**config.mk**
```make
export PLATFORM = sky130hd
export DESIGN_NAME = planar_dead_reckoning_odometry_core
export DESIGN_NICKNAME = d
export VERILOG_FILES = /design/src/design/pdro_pkg.sv /design/src/design/pdro_cordic.sv /design/src/design/pdro_smul.sv /design/src/design/planar_dead_reckoning_odometry_core.sv
export VERILOG_INCLUDE_DIRS = /design/src /design/src/design
export SDC_FILE = /design/constraint.sdc
export NUM_CORES = 2
export LEC_CHECK = 0
export BUFFER_PORTS_ARGS = -buffer_cell sky130_fd_sc_hd__buf_2
export CORE_UTILIZATION = 30
export DETAILED_ROUTE_END_ITERATION = 7
export PLACE_DENSITY_LB_ADDON = 0.25
export SLEW_MARGIN = 20
export SYNTH_ARGS = -nofsm -noshare
export SYNTH_HDL_FRONTEND = slang
export SYNTH_SLANG_ARGS = --single-unit
```
**constraint.sdc**
```tcl
create_clock -name clk -period 10.6 [get_ports clk]
set_input_delay 0 -clock clk [delete_from_list [all_inputs] [get_ports clk]]
set_output_delay 0 -clock clk [all_outputs]
set_load 0.1 [all_outputs]
```
**src/design/assert_macros.svh**
```systemverilog
// Assertion macros shared by the odometry RTL
`ifndef ASSERT_MACROS_SVH
`define ASSERT_MACROS_SVH

// Property that must hold at every clock edge outside reset
`define PDRO_ASSERT_ALWAYS(lbl, expr) \
    lbl: assert property (@(posedge clk) disable iff (!rst_n) (expr)) \
        else $error("invariant violated");

// Implication checked at every clock edge outside reset
`define PDRO_ASSERT_IMPL(lbl, ante, cons) \
    lbl: assert property (@(posedge clk) disable iff (!rst_n) (ante) |-> (cons)) \
        else $error("implication violated");

`endif

```
**src/design/pdro_pkg.sv**
```systemverilog
// Shared constants, tables and helpers for the planar odometry core
`timescale 1ns / 1ps
package pdro_pkg;

    localparam int DEF_CORDIC_STEPS = 16;
    localparam int DEF_FRAC_BITS    = 16;

    // CORDIC start value, Q30
    localparam logic signed [33:0] CORDIC_GAIN = 34'sd652032874;

    // Microseconds per second
    localparam logic [20:0] MEGA = 21'd1000000;

    // Operation codes
    localparam logic OP_MOTION = 1'b0;
    localparam logic OP_RESET  = 1'b1;

    // Arctangent of 2^-i in 2^32-per-turn units
    function automatic logic [31:0] atan_turn(input logic [4:0] i);
        logic [31:0] r;
        case (i)
            5'd0:    r = 32'd536870912;
            5'd1:    r = 32'd316933406;
            5'd2:    r = 32'd167458907;
            5'd3:    r = 32'd85004756;
            5'd4:    r = 32'd42667331;
            5'd5:    r = 32'd21354465;
            5'd6:    r = 32'd10679838;
            5'd7:    r = 32'd5340245;
            5'd8:    r = 32'd2670163;
            5'd9:    r = 32'd1335087;
            5'd10:   r = 32'd667544;
            5'd11:   r = 32'd333772;
            5'd12:   r = 32'd166886;
            5'd13:   r = 32'd83443;
            5'd14:   r = 32'd41722;
            5'd15:   r = 32'd20861;
            5'd16:   r = 32'd10430;
            5'd17:   r = 32'd5215;
            5'd18:   r = 32'd2608;
            5'd19:   r = 32'd1304;
            5'd20:   r = 32'd652;
            5'd21:   r = 32'd326;
            5'd22:   r = 32'd163;
            5'd23:   r = 32'd81;
            default: r = 32'd0;
        endcase
        return r;
    endfunction

    // Saturate a wide signed value to 32 bits
    function automatic logic signed [31:0] sat32(input logic signed [63:0] v);
        logic signed [31:0] r;
        if (v > 64'sd2147483647)
            r = 32'sh7FFFFFFF;
        else if (v < -64'sd2147483648)
            r = 32'sh80000000;
        else
            r = v[31:0];
        return r;
    endfunction

endpackage

```
**src/design/pdro_cordic.sv**
```systemverilog
// Iterative rotation-mode CORDIC: cosine and sine of a binary angle
`timescale 1ns / 1ps
module pdro_cordic #(
    parameter int STEPS = pdro_pkg::DEF_CORDIC_STEPS,
    parameter int FRAC  = pdro_pkg::DEF_FRAC_BITS
) (
    input  logic                  clk,
    input  logic                  rst_n,
    input  logic                  start,
    input  logic [15:0]           angle,
    output logic                  busy,
    output logic signed [FRAC+1:0] cos_out,
    output logic signed [FRAC+1:0] sin_out
);
    import pdro_pkg::*;

    localparam int CW = 34;
    localparam int IW = $clog2(STEPS);
    localparam int SH = 30 - FRAC;

    logic                 busy_reg;
    logic                 flip_reg;
    logic [IW-1:0]        cnt_reg;
    logic signed [CW-1:0] x_reg, y_reg, z_reg;
    logic signed [CW-1:0] xs, ys, at;
    logic                 fold;
    logic [15:0]          ang_f;
    logic signed [CW-1:0] rx, ry;

    // Fold angle into the right half plane
    assign fold  = (angle > 16'h4000) && (angle < 16'hC000);
    assign ang_f = fold ? (angle ^ 16'h8000) : angle;

    // One micro-rotation per cycle
    assign xs = x_reg >>> cnt_reg;
    assign ys = y_reg >>> cnt_reg;
    assign at = $signed({2'b00, atan_turn(5'(cnt_reg))});

    always_ff @(posedge clk or negedge rst_n)
    begin
        if (!rst_n)
        begin
            busy_reg <= 1'b0;
            cnt_reg  <= '0;
        end
        else if (start)
        begin
            busy_reg <= 1'b1;
            cnt_reg  <= '0;
            flip_reg <= fold;
            x_reg    <= CORDIC_GAIN;
            y_reg    <= '0;
            z_reg    <= CW'($signed({ang_f, 16'h0000}));
        end
        else if (busy_reg)
        begin
            if (!z_reg[CW-1])
            begin
                x_reg <= x_reg - ys;
                y_reg <= y_reg + xs;
                z_reg <= z_reg - at;
            end
            else
            begin
                x_reg <= x_reg + ys;
                y_reg <= y_reg - xs;
                z_reg <= z_reg + at;
            end
            if (cnt_reg == IW'(STEPS - 1))
                busy_reg <= 1'b0;
            else
                cnt_reg <= cnt_reg + 1'b1;
        end
    end

    // Round half up to output precision, undo fold
    assign rx = (x_reg + (CW'(1) <<< (SH - 1))) >>> SH;
    assign ry = (y_reg + (CW'(1) <<< (SH - 1))) >>> SH;
    assign cos_out = flip_reg ? -rx[FRAC+1:0] : rx[FRAC+1:0];
    assign sin_out = flip_reg ? -ry[FRAC+1:0] : ry[FRAC+1:0];
    assign busy    = busy_reg;

endmodule

```
**src/design/pdro_smul.sv**
```systemverilog
// Bit-serial signed shift-add multiplier, one multiplier bit per cycle
`timescale 1ns / 1ps
module pdro_smul #(
    parameter int AW = 33,
    parameter int BW = 21
) (
    input  logic                    clk,
    input  logic                    rst_n,
    input  logic                    start,
    input  logic signed [AW-1:0]    a,
    input  logic signed [BW-1:0]    b,
    output logic                    busy,
    output logic signed [AW+BW-1:0] p
);
    localparam int PW = AW + BW;
    localparam int NW = $clog2(BW);

    logic                 busy_reg;
    logic [NW-1:0]        cnt_reg;
    logic signed [PW-1:0] acc_reg, as_reg;
    logic [BW-1:0]        b_reg;
    logic signed [PW-1:0] term;

    assign term = b_reg[0] ? as_reg : '0;

    // Sign bit of the multiplier carries negative weight
    always_ff @(posedge clk or negedge rst_n)
    begin
        if (!rst_n)
        begin
            busy_reg <= 1'b0;
            cnt_reg  <= '0;
        end
        else if (start)
        begin
            busy_reg <= 1'b1;
            cnt_reg  <= '0;
            acc_reg  <= '0;
            as_reg   <= PW'(a);
            b_reg    <= b;
        end
        else if (busy_reg)
        begin
            as_reg <= as_reg <<< 1;
            b_reg  <= b_reg >> 1;
            if (cnt_reg == NW'(BW - 1))
            begin
                acc_reg  <= acc_reg - term;
                busy_reg <= 1'b0;
            end
            else
            begin
                acc_reg <= acc_reg + term;
                cnt_reg <= cnt_reg + 1'b1;
            end
        end
    end

    assign busy = busy_reg;
    assign p    = acc_reg;

endmodule

```
**src/design/planar_dead_reckoning_odometry_core.sv**
```systemverilog
// Top level of the planar dead-reckoning odometry core
//
// Channel  Handshake             Payload
// in       in_valid / in_ready   operation, total_distance, raw_heading,
//                                yaw_rate_in, elapsed_us
// out      out_valid / out_ready pos_x, pos_y, heading, vel_x, vel_y, yaw_rate_out
//
// Reset items and the first motion item finish in the transfer cycle with no result.
// Other motion items run the CORDIC and the 1e6 multiply, then the 53-step divider beside the
// position multiplies, then the velocity multiplies (multiplier width MB = max(FRAC_BITS+2, 21)),
// then the load into the result register; the next item is taken in the cycle after the load.
// Zero elapsed time skips the divider and velocity multiplies.
// A waiting result stalls only the load of the next one; reset is async, active low.
`timescale 1ns / 1ps
`include "assert_macros.svh"
module planar_dead_reckoning_odometry_core #(
    parameter int CORDIC_STEPS = pdro_pkg::DEF_CORDIC_STEPS,
    parameter int FRAC_BITS    = pdro_pkg::DEF_FRAC_BITS
) (
    input  logic               clk,
    input  logic               rst_n,
    input  logic               in_valid,
    output logic               in_ready,
    input  logic               operation,
    input  logic signed [31:0] total_distance,
    input  logic signed [15:0] raw_heading,
    input  logic signed [15:0] yaw_rate_in,
    input  logic [23:0]        elapsed_us,
    output logic               out_valid,
    input  logic               out_ready,
    output logic signed [31:0] pos_x,
    output logic signed [31:0] pos_y,
    output logic signed [15:0] heading,
    output logic signed [31:0] vel_x,
    output logic signed [31:0] vel_y,
    output logic signed [15:0] yaw_rate_out
);
    import pdro_pkg::*;

    localparam int OW = FRAC_BITS + 2;
    localparam int BW = (OW > 21) ? OW : 21;
    localparam int AW = 33;
    localparam int PW = AW + BW;
    localparam int NW = 53;

    typedef enum logic [2:0] {S_IDLE, S_PH1, S_PH2, S_PH3, S_FIN} state_t;

    state_t               state_reg;
    logic                 started_reg;
    logic [15:0]          base_reg, cur_reg;
    logic signed [31:0]   prev_reg;
    logic signed [32:0]   delta_reg;
    logic signed [31:0]   acc_x_reg, acc_y_reg, hvx_reg, hvy_reg;
    logic signed [15:0]   yaw_reg;
    logic [23:0]          elap_reg;
    logic                 out_valid_reg;

    logic                 div_busy_reg, neg_reg;
    logic [5:0]           div_cnt_reg;
    logic [23:0]          rem_reg;
    logic [NW-1:0]        quo_reg;

    logic                 in_xfer, motion_go, ph1_done, ph2_done, ph3_done, elap_nz;
    logic                 out_load;
    logic [15:0]          cur_next;
    logic signed [32:0]   delta_next;
    logic                 cor_busy, m0_busy, m1_busy;
    logic signed [OW-1:0] cos_v, sin_v;
    logic signed [PW-1:0] p0, p1;
    logic                 m0_start, m1_start;
    logic signed [AW-1:0] m_a;
    logic signed [BW-1:0] m0_b, m1_b;
    logic [PW-1:0]        p0_mag;
    logic [24:0]          trial;
    logic                 trial_ok;
    logic signed [31:0]   speed_next;

    function automatic logic signed [31:0] rnd_add(input logic signed [PW-1:0] p,
                                                   input logic signed [31:0] base);
        logic signed [63:0] w;
        w = 64'(p) + (64'sd1 <<< (FRAC_BITS - 1));
        w = w >>> FRAC_BITS;
        w = w + 64'(base);
        return sat32(w);
    endfunction

    // Handshake and phase completion
    assign in_ready   = (state_reg == S_IDLE);
    assign in_xfer    = in_valid && in_ready;
    assign motion_go  = in_xfer && (operation == OP_MOTION) && started_reg;
    assign cur_next   = raw_heading - base_reg;
    assign delta_next = 33'(total_distance) - 33'(prev_reg);
    assign elap_nz    = (elap_reg != 24'd0);
    assign ph1_done   = (state_reg == S_PH1) && !cor_busy && !m0_busy;
    assign ph2_done   = (state_reg == S_PH2) && !m0_busy && !m1_busy && !div_busy_reg;
    assign ph3_done   = (state_reg == S_PH3) && !m0_busy && !m1_busy;
    assign out_load   = (state_reg == S_FIN) && (!out_valid_reg || out_ready);

    // Multiplier operand selection by phase
    assign m0_start = motion_go || ph1_done || (ph2_done && elap_nz);
    assign m1_start = ph1_done || (ph2_done && elap_nz);
    always_comb
    begin
        case (state_reg)
            S_IDLE:
            begin
                m_a  = delta_next;
                m0_b = BW'($signed({1'b0, MEGA}));
            end
            S_PH1:
            begin
                m_a  = delta_reg;
                m0_b = BW'(cos_v);
            end
            default:
            begin
                m_a  = AW'(speed_next);
                m0_b = BW'(cos_v);
            end
        endcase
        m1_b = BW'(sin_v);
    end

    pdro_cordic #(.STEPS(CORDIC_STEPS), .FRAC(FRAC_BITS)) u_cordic (
        .clk(clk), .rst_n(rst_n), .start(motion_go), .angle(cur_next),
        .busy(cor_busy), .cos_out(cos_v), .sin_out(sin_v)
    );

    pdro_smul #(.AW(AW), .BW(BW)) u_mul0 (
        .clk(clk), .rst_n(rst_n), .start(m0_start), .a(m_a), .b(m0_b),
        .busy(m0_busy), .p(p0)
    );

    pdro_smul #(.AW(AW), .BW(BW)) u_mul1 (
        .clk(clk), .rst_n(rst_n), .start(m1_start), .a(m_a), .b(m1_b),
        .busy(m1_busy), .p(p1)
    );

    // Divider step and quotient saturation
    assign p0_mag   = p0[PW-1] ? PW'(-p0) : PW'(p0);
    assign trial    = {rem_reg, quo_reg[NW-1]} - {1'b0, elap_reg};
    assign trial_ok = !trial[24];
    always_comb
    begin
        if (!neg_reg)
            speed_next = (quo_reg > NW'(32'h7FFFFFFF)) ? 32'sh7FFFFFFF : quo_reg[31:0];
        else
            speed_next = (quo_reg > NW'(33'h080000000)) ? 32'sh80000000
                                                        : -quo_reg[31:0];
    end

    always_ff @(posedge clk or negedge rst_n)
    begin
        if (!rst_n)
        begin
            state_reg     <= S_IDLE;
            started_reg   <= 1'b0;
            base_reg      <= '0;
            cur_reg       <= '0;
            prev_reg      <= '0;
            acc_x_reg     <= '0;
            acc_y_reg     <= '0;
            hvx_reg       <= '0;
            hvy_reg       <= '0;
            out_valid_reg <= 1'b0;
            div_busy_reg  <= 1'b0;
            div_cnt_reg   <= '0;
        end
        else
        begin
            // Result register: load from S_FIN, clear on transfer
            if (out_load)
                out_valid_reg <= 1'b1;
            else if (out_ready)
                out_valid_reg <= 1'b0;

            // Restoring divider, one quotient bit per cycle
            if (div_busy_reg)
            begin
                rem_reg <= trial_ok ? trial[23:0] : {rem_reg[22:0], quo_reg[NW-1]};
                quo_reg <= {quo_reg[NW-2:0], trial_ok};
                if (div_cnt_reg == 6'(NW - 1))
                    div_busy_reg <= 1'b0;
                else
                    div_cnt_reg <= div_cnt_reg + 1'b1;
            end

            case (state_reg)
                S_IDLE:
                begin
                    if (in_xfer && operation == OP_RESET)
                    begin
                        base_reg  <= cur_reg + base_reg;
                        acc_x_reg <= '0;
                        acc_y_reg <= '0;
                    end
                    else if (in_xfer)
                    begin
                        cur_reg  <= cur_next;
                        prev_reg <= total_distance;
                        if (!started_reg)
                        begin
                            base_reg    <= cur_next;
                            started_reg <= 1'b1;
                        end
                        else
                        begin
                            delta_reg <= delta_next;
                            yaw_reg   <= yaw_rate_in;
                            elap_reg  <= elapsed_us;
                            state_reg <= S_PH1;
                        end
                    end
                end
                S_PH1:
                begin
                    if (ph1_done)
                    begin
                        neg_reg      <= p0[PW-1];
                        quo_reg      <= p0_mag[NW-1:0];
                        rem_reg      <= '0;
                        div_cnt_reg  <= '0;
                        div_busy_reg <= elap_nz;
                        state_reg    <= S_PH2;
                    end
                end
                S_PH2:
                begin
                    if (ph2_done)
                    begin
                        acc_x_reg <= rnd_add(p0, acc_x_reg);
                        acc_y_reg <= rnd_add(p1, acc_y_reg);
                        state_reg <= elap_nz ? S_PH3 : S_FIN;
                    end
                end
                S_PH3:
                begin
                    if (ph3_done)
                    begin
                        hvx_reg   <= rnd_add(p0, 32'sd0);
                        hvy_reg   <= rnd_add(p1, 32'sd0);
                        state_reg <= S_FIN;
                    end
                end
                S_FIN:
                begin
                    if (out_load)
                    begin
                        pos_x         <= acc_x_reg;
                        pos_y         <= acc_y_reg;
                        heading       <= cur_reg;
                        vel_x         <= hvx_reg;
                        vel_y         <= hvy_reg;
                        yaw_rate_out  <= yaw_reg;
                        state_reg     <= S_IDLE;
                    end
                end
                default:
                    state_reg <= S_IDLE;
            endcase
        end
    end

    assign out_valid = out_valid_reg;

    // Checks
    `PDRO_ASSERT_IMPL(a_idle_units, in_ready, !cor_busy && !div_busy_reg)
    `PDRO_ASSERT_IMPL(a_div_phase, div_busy_reg, state_reg == S_PH2)
    `PDRO_ASSERT_IMPL(a_out_from_fin, $rose(out_valid_reg), $past(state_reg) == S_FIN)

endmodule
```
Word level (Yosys, flattened, before mapping) --
Memory sizes are Yosys's and may differ from the RTL's. Cells that the tools add are included.
Storage, ports and cells: register bits after elaboration 893, memory bits (read-only) 480, bits of input ports 93, memories 1
Memory list:
- (no name shown) | depth 16, width 30, read ports 1, clocked after Yosys merged registers in 0, write ports 0, line pdro_pkg.sv:21 | case (i)
Cells by class: $add $sub $neg 28, $lt $le $gt $ge 12, equality and inequality tests 20, shift operators 2, muxes and demuxes 90, bitwise logic cells 3, reduce and logical (&&, ||, !) cells 47
Operator list (number):
- $mux 54 | 10
- $mux 32 | 14
- $mux 34 | 7
- $mux 53 | 4
- $pmux 32 s2 | 2
- $add 54x17->55 const B | 2
- $add 54x54->54 | 2
- $sub 54x54->54 | 2
- $mux 21 | 5
- $mux 24 | 4
- $add 39x32->40 | 2
- $gt 40x32->1 const B | 2
- $lt 40x32->1 const B | 2
- $gt 39x32->1 const B | 2
- $lt 39x32->1 const B | 2
- $add 34x34->34 | 2
- $sshr 34x4->34 | 2
- $sub 34x34->34 | 2
- $pmux 33 s2 | 1
- $add 32x15->32 const B | 2
- $mux 16 | 4
- $gt 53x31->1 const B | 1
- $gt 53x32->1 const B | 1
- $neg 53->53 | 1
- other kinds (39) | 124

Logic depth before layout (Yosys ltp) --
depth after elaboration 8, gate-level depth with buffers 29, gate-level depth less buffers 24

Hierarchy --
Synthesis repeated with hierarchy kept, for this count alone.
Unflattened totals: cells, all modules 7789, area, all modules 71255.8 um^2
Modules (own cells, without submodules):
- planar_dead_reckoning_odometry_core | instances 1, cells an instance 3343, area each 32433.6 um^2
- pdro_smul | instances 2, cells an instance 1163, area each 10560.1 um^2
- pdro_cordic | instances 1, cells an instance 2120, area each 17702.0 um^2

Worst setup path before layout --
Ideal clock, no wire load.
path type register -> register, start reg out_valid_reg (netlist: out_valid), end reg heading[0], enable pin, library setup time 0.684 ns, arrival 7.720 ns, data required time 9.916 ns, path slack 2.197 ns, stages on the path, launching flop included 4, buffers on the path 0, cell sequence dfrtp_1 > nand2b_1 > nand2_1 > nor2_1
On the way: cells in the longest elaborated chain, start to end 4
RTL lines:
- start: declaration | line planar_dead_reckoning_odometry_core.sv:56 | logic out_valid_reg;
- start signal: assignment | line planar_dead_reckoning_odometry_core.sv:165 | out_valid_reg <= 1'b0;
- start signal: assignment | line planar_dead_reckoning_odometry_core.sv:173 | out_valid_reg <= 1'b1;
- start signal: assignment | line planar_dead_reckoning_odometry_core.sv:175 | out_valid_reg <= 1'b0;
- $logic_not 1->1 | line planar_dead_reckoning_odometry_core.sv:97 | assign out_load = (state_reg == S_FIN) && (!out_valid_reg || out_ready);
- $logic_or 1x1->1 | line planar_dead_reckoning_odometry_core.sv:97
- $logic_and 1x1->1 | line planar_dead_reckoning_odometry_core.sv:97
- $reduce_and 3->1 (no source line)
- end signal: assignment | line planar_dead_reckoning_odometry_core.sv:251 | heading <= cur_reg;
- end: declaration | line planar_dead_reckoning_odometry_core.sv:33 | output logic signed [15:0] heading,
No other way between the ends. A chain may end at the register's enable or synchronous reset.

Worst setup path after layout --
start reg u_cordic.cnt_reg[1], end reg u_cordic.x_reg[30] (data pin)
On the way: cells in the longest elaborated chain, start to end 4, elaborated cells on any way between the ends 5
RTL lines:
- start: declaration | line pdro_cordic.sv:23 | logic [IW-1:0] cnt_reg;
- start signal: assignment | line pdro_cordic.sv:72 | cnt_reg <= cnt_reg + 1'b1;
- $sshr 34x4->34 (*) | line pdro_cordic.sv:36 | assign ys = y_reg >>> cnt_reg;
- $sub 34x34->34 / $add 34x34->34 (equally long branches) | line pdro_cordic.sv:59, pdro_cordic.sv:65
- $mux 34 (*) | line pdro_cordic.sv:57 | if (!z_reg[CW-1])
- $mux 34 (*) | line pdro_cordic.sv:55 | else if (busy_reg)
- end signal: assignment | line pdro_cordic.sv:59 | x_reg <= x_reg - ys;
- end signal: assignment | line pdro_cordic.sv:65 | x_reg <= x_reg + ys;
- end: declaration | line pdro_cordic.sv:24 | logic signed [CW-1:0] x_reg, y_reg, z_reg;
Mark *: on every way between the ends. The rest lies on a longest branch, timed or not.

==> impl_metrics.toml <==
[status]
status = "complete, no violations"

[final_layout]
final_common_cell = "nor2_1"
register_area_um2 = 25700
n_fill_cell = 23600
drive_gt1_share_pct = 9.41
nets = 8395
multi_input_area_um2 = 41400
area_delta_synth_final_pct = 13.8
final_cell_mix = "nor2_1, nand2_1, edfxtp_1, a21oi_1, o21ai_0"

[setup_path]
r2r-end = "u_cordic.x_reg[30]$_SDFFCE_PP0P_"
critical_path.endpoint_type = "register"
r2r_slack_ns = 3.08
crit_fanout = 53
startpoint_type = "register"
crit_type = "reg2reg"
critPathArrivalTime_ns = 8.00
r2r_start = "u_cordic.cnt_reg[1]$_DFFE_PN0P_"
ff2ff_path_depth = 21
critPathRequiredTime_ns = 11.08

[synth]
synth_top_area_share_pct = 29.0
yosys_register_bits = 893
synth_ff_type = "edfxtp_1"
yosysSeqAreaShare_pct = 36.9
syn_area_per_cell_um2 = 9.02
async_flop_share_pct = 24.7
synth_warnings = 0
syn_nets = 8234
synth_area_um2 = 69700
synth_cell_types = 92
syn-instance-count = 7723
synth-edff-count = 672
synth_area_leaders = "edfxtp_1, dfrtp_1, ha_1"
yosysTopAreaCell = "edfxtp_1"

[clock_network]
post_cts_resize_count = 0
cts_setup_buffers = 0
postCtsHoldBufs = 131
cts_sinks = 893
cts_tree = "yes"
cts_buffers = 110
clkSlewWorstSetupHoldPaths_ns = 0.06
clock_latency_ns = 0.79
cts_buffer_depth = 3
cts-root-buf = "clkbuf_16"
htree_levels = 3

[timing]
max_freq_mhz = 133
skew_ns = 0.0562
worstMarginPinSlew_ns = 1.08
rsz0062_at_grt = "false"
fin_tns_setup_ns = 0
relSlewSlack_pct = 27.7
hold_viol_final = 0
whs_ns = 0.0634
setup_viol = 0
fin_ws_ns = 3.08
fin_crit_sh_pct = 71.0
min_period_ns = 7.52
slew_viol_final = 0

[floorplan]
dieHeight_um = 484
rows = 176
die_area_um2 = 234000
die_w_um = 484
initial_utilization_pct = 30.3
coreArea_um2 = 230000
io_pins = 255

[drt]
wire_per_inst_um = 19.8
dr.first_iter.drc_count = 4504
route.detailed.drc = 0
ant_nets = 0
dr_total_vias = 59500
postRouteWirelength_um = 218000
viasPerCell = 5.40
first_pass_iters = 6

[global_route]
grt_usage_pct = 18.0
antenna_found_initial = 14
grt_overflow_total = 0
grt_max_degree = 144
grt_pass1_vias = 57100
grt_first_pass_wirelength_um = 337000

[placement]
routabilityCongestion = 0.901
dp_worst_setup_slack_ns = 3.14
hpwl_um = 162000
io_buffers = 254

[worst_hold_path]
hold_path.class = "in2reg"
hp-start = "total_distance[3]"
min_path_cells = 4
whs_endpoint = "prev_reg[3]$_DFFE_PN0P_"

[flow_run]
maxCapViolations = 0
cell families (layout without fill, tap and decap cells):
group | count (synthesis) | count (layout) | synth area share (%)
compound gates | 2195 | 2195 | 20.3
buf+inv | 712 | 970 | 3.90
mux | 365 | 365 | 6.37
xor+xnor | 663 | 663 | 8.33
flops | 893 | 893 | 36.9
fa+ha+maj | 418 | 418 | 7.62
simple gates | 2477 | 2477 | 16.6
other cells | 0 | 7 | 0
per-stage QoR:
step | instance area (µm²) | std cells | utilization, %
floorplan | 69700 | 7723 | -
global placement | 74000 | 10700 | 32.1
detailed placement | 74000 | 10700 | 32.1
CTS | 79300 | 11000 | 34.4
global route | 79300 | 11000 | 34.4
finish | 79300 | 11000 | 34.4
Yosys cell counts (all sizes together) (34+ instances only):
cell / n
buf: 88
nand3: 220
and3: 78
ha: 407
o22ai: 44
nand2b: 73
a21oi: 586
or2: 40
xor2: 253
mux4: 57
clkbuf: 341
nand2: 735
a21o: 202
o22a: 36
a31oi: 77
o211ai: 106
nor2: 749
dfrtp: 221
edfxtp: 672
and2: 50
nand4: 96
a211oi: 79
or4: 37
o21bai: 63
o21ai: 483
o21a: 152
mux2: 59
nor4: 55
nor3: 156
xnor2: 410
mux2i: 249
o31ai: 71
a221o: 34
inv: 280
or3: 57
nor2b: 57
worst max-delay path, cell delays in order (launching register included):
cell and delay, ns:
dfrtp_4 0.93, buf_4 0.71, nor2_1 0.31, a221oi_1 0.62
nand4_1 0.20, a211oi_1 0.46, nand3_1 0.20, nor3_2 0.39
nor2_1 0.10, xnor2_1 0.15, ha_1 0.37, a21o_1 0.22
a21o_1 0.17, a21oi_1 0.12, o21ai_0 0.13, a2111oi_0 0.70
o31ai_1 0.23, o41ai_1 0.58, o21ai_0 0.23, xor2_1 0.17
mux2i_1 0.16, nor2_1 0.05
metal layers:
layer / up-vias / GRT usage [%] / routed length [µm] / share of wire (%)
met5: - / 0 / 33 / 0.015
met4: 6 / 4.73 / 5440 / 2.5
met3: 299 / 3.23 / 12700 / 5.8
met2: 1634 / 29.1 / 98800 / 45
met1: 28700 / 24.6 / 101000 / 46
li1: 28800 / - / - / -
final cells by class:
type                       count  area share (%)
multi-input combinational   6118            52.2
sequential                   893            32.4
tap                         3026            4.77
timing repair buffer         478            4.20
clock buffer                 130            3.71
inverter                     283            1.34
clock inverter                79            1.31
antenna                        7          0.0221
worst max path at each step:
stage / from / endpoint / slack (ns) / cells after the start
floorplan: out_valid$_DFFE_PN0P_ / heading[0]$_DFFE_PP_ / 2.20 / 3
global placement: u_cordic.cnt_reg[1]$_DFFE_PN0P_ / u_cordic.x_reg[30]$_SDFFCE_PP0P_ / 3.27 / 21
detailed placement: u_cordic.cnt_reg[1]$_DFFE_PN0P_ / u_cordic.x_reg[30]$_SDFFCE_PP0P_ / 3.14 / 21
CTS: u_cordic.cnt_reg[1]$_DFFE_PN0P_ / u_cordic.x_reg[30]$_SDFFCE_PP0P_ / 3.11 / 21
global route: u_cordic.cnt_reg[1]$_DFFE_PN0P_ / u_cordic.x_reg[30]$_SDFFCE_PP0P_ / 2.41 / 21
finish: u_cordic.cnt_reg[1]$_DFFE_PN0P_ / u_cordic.x_reg[30]$_SDFFCE_PP0P_ / 3.08 / 21
Power is not shown: default switching activity piles up to over one toggle a cycle in this logic, so the estimate is an artifact.
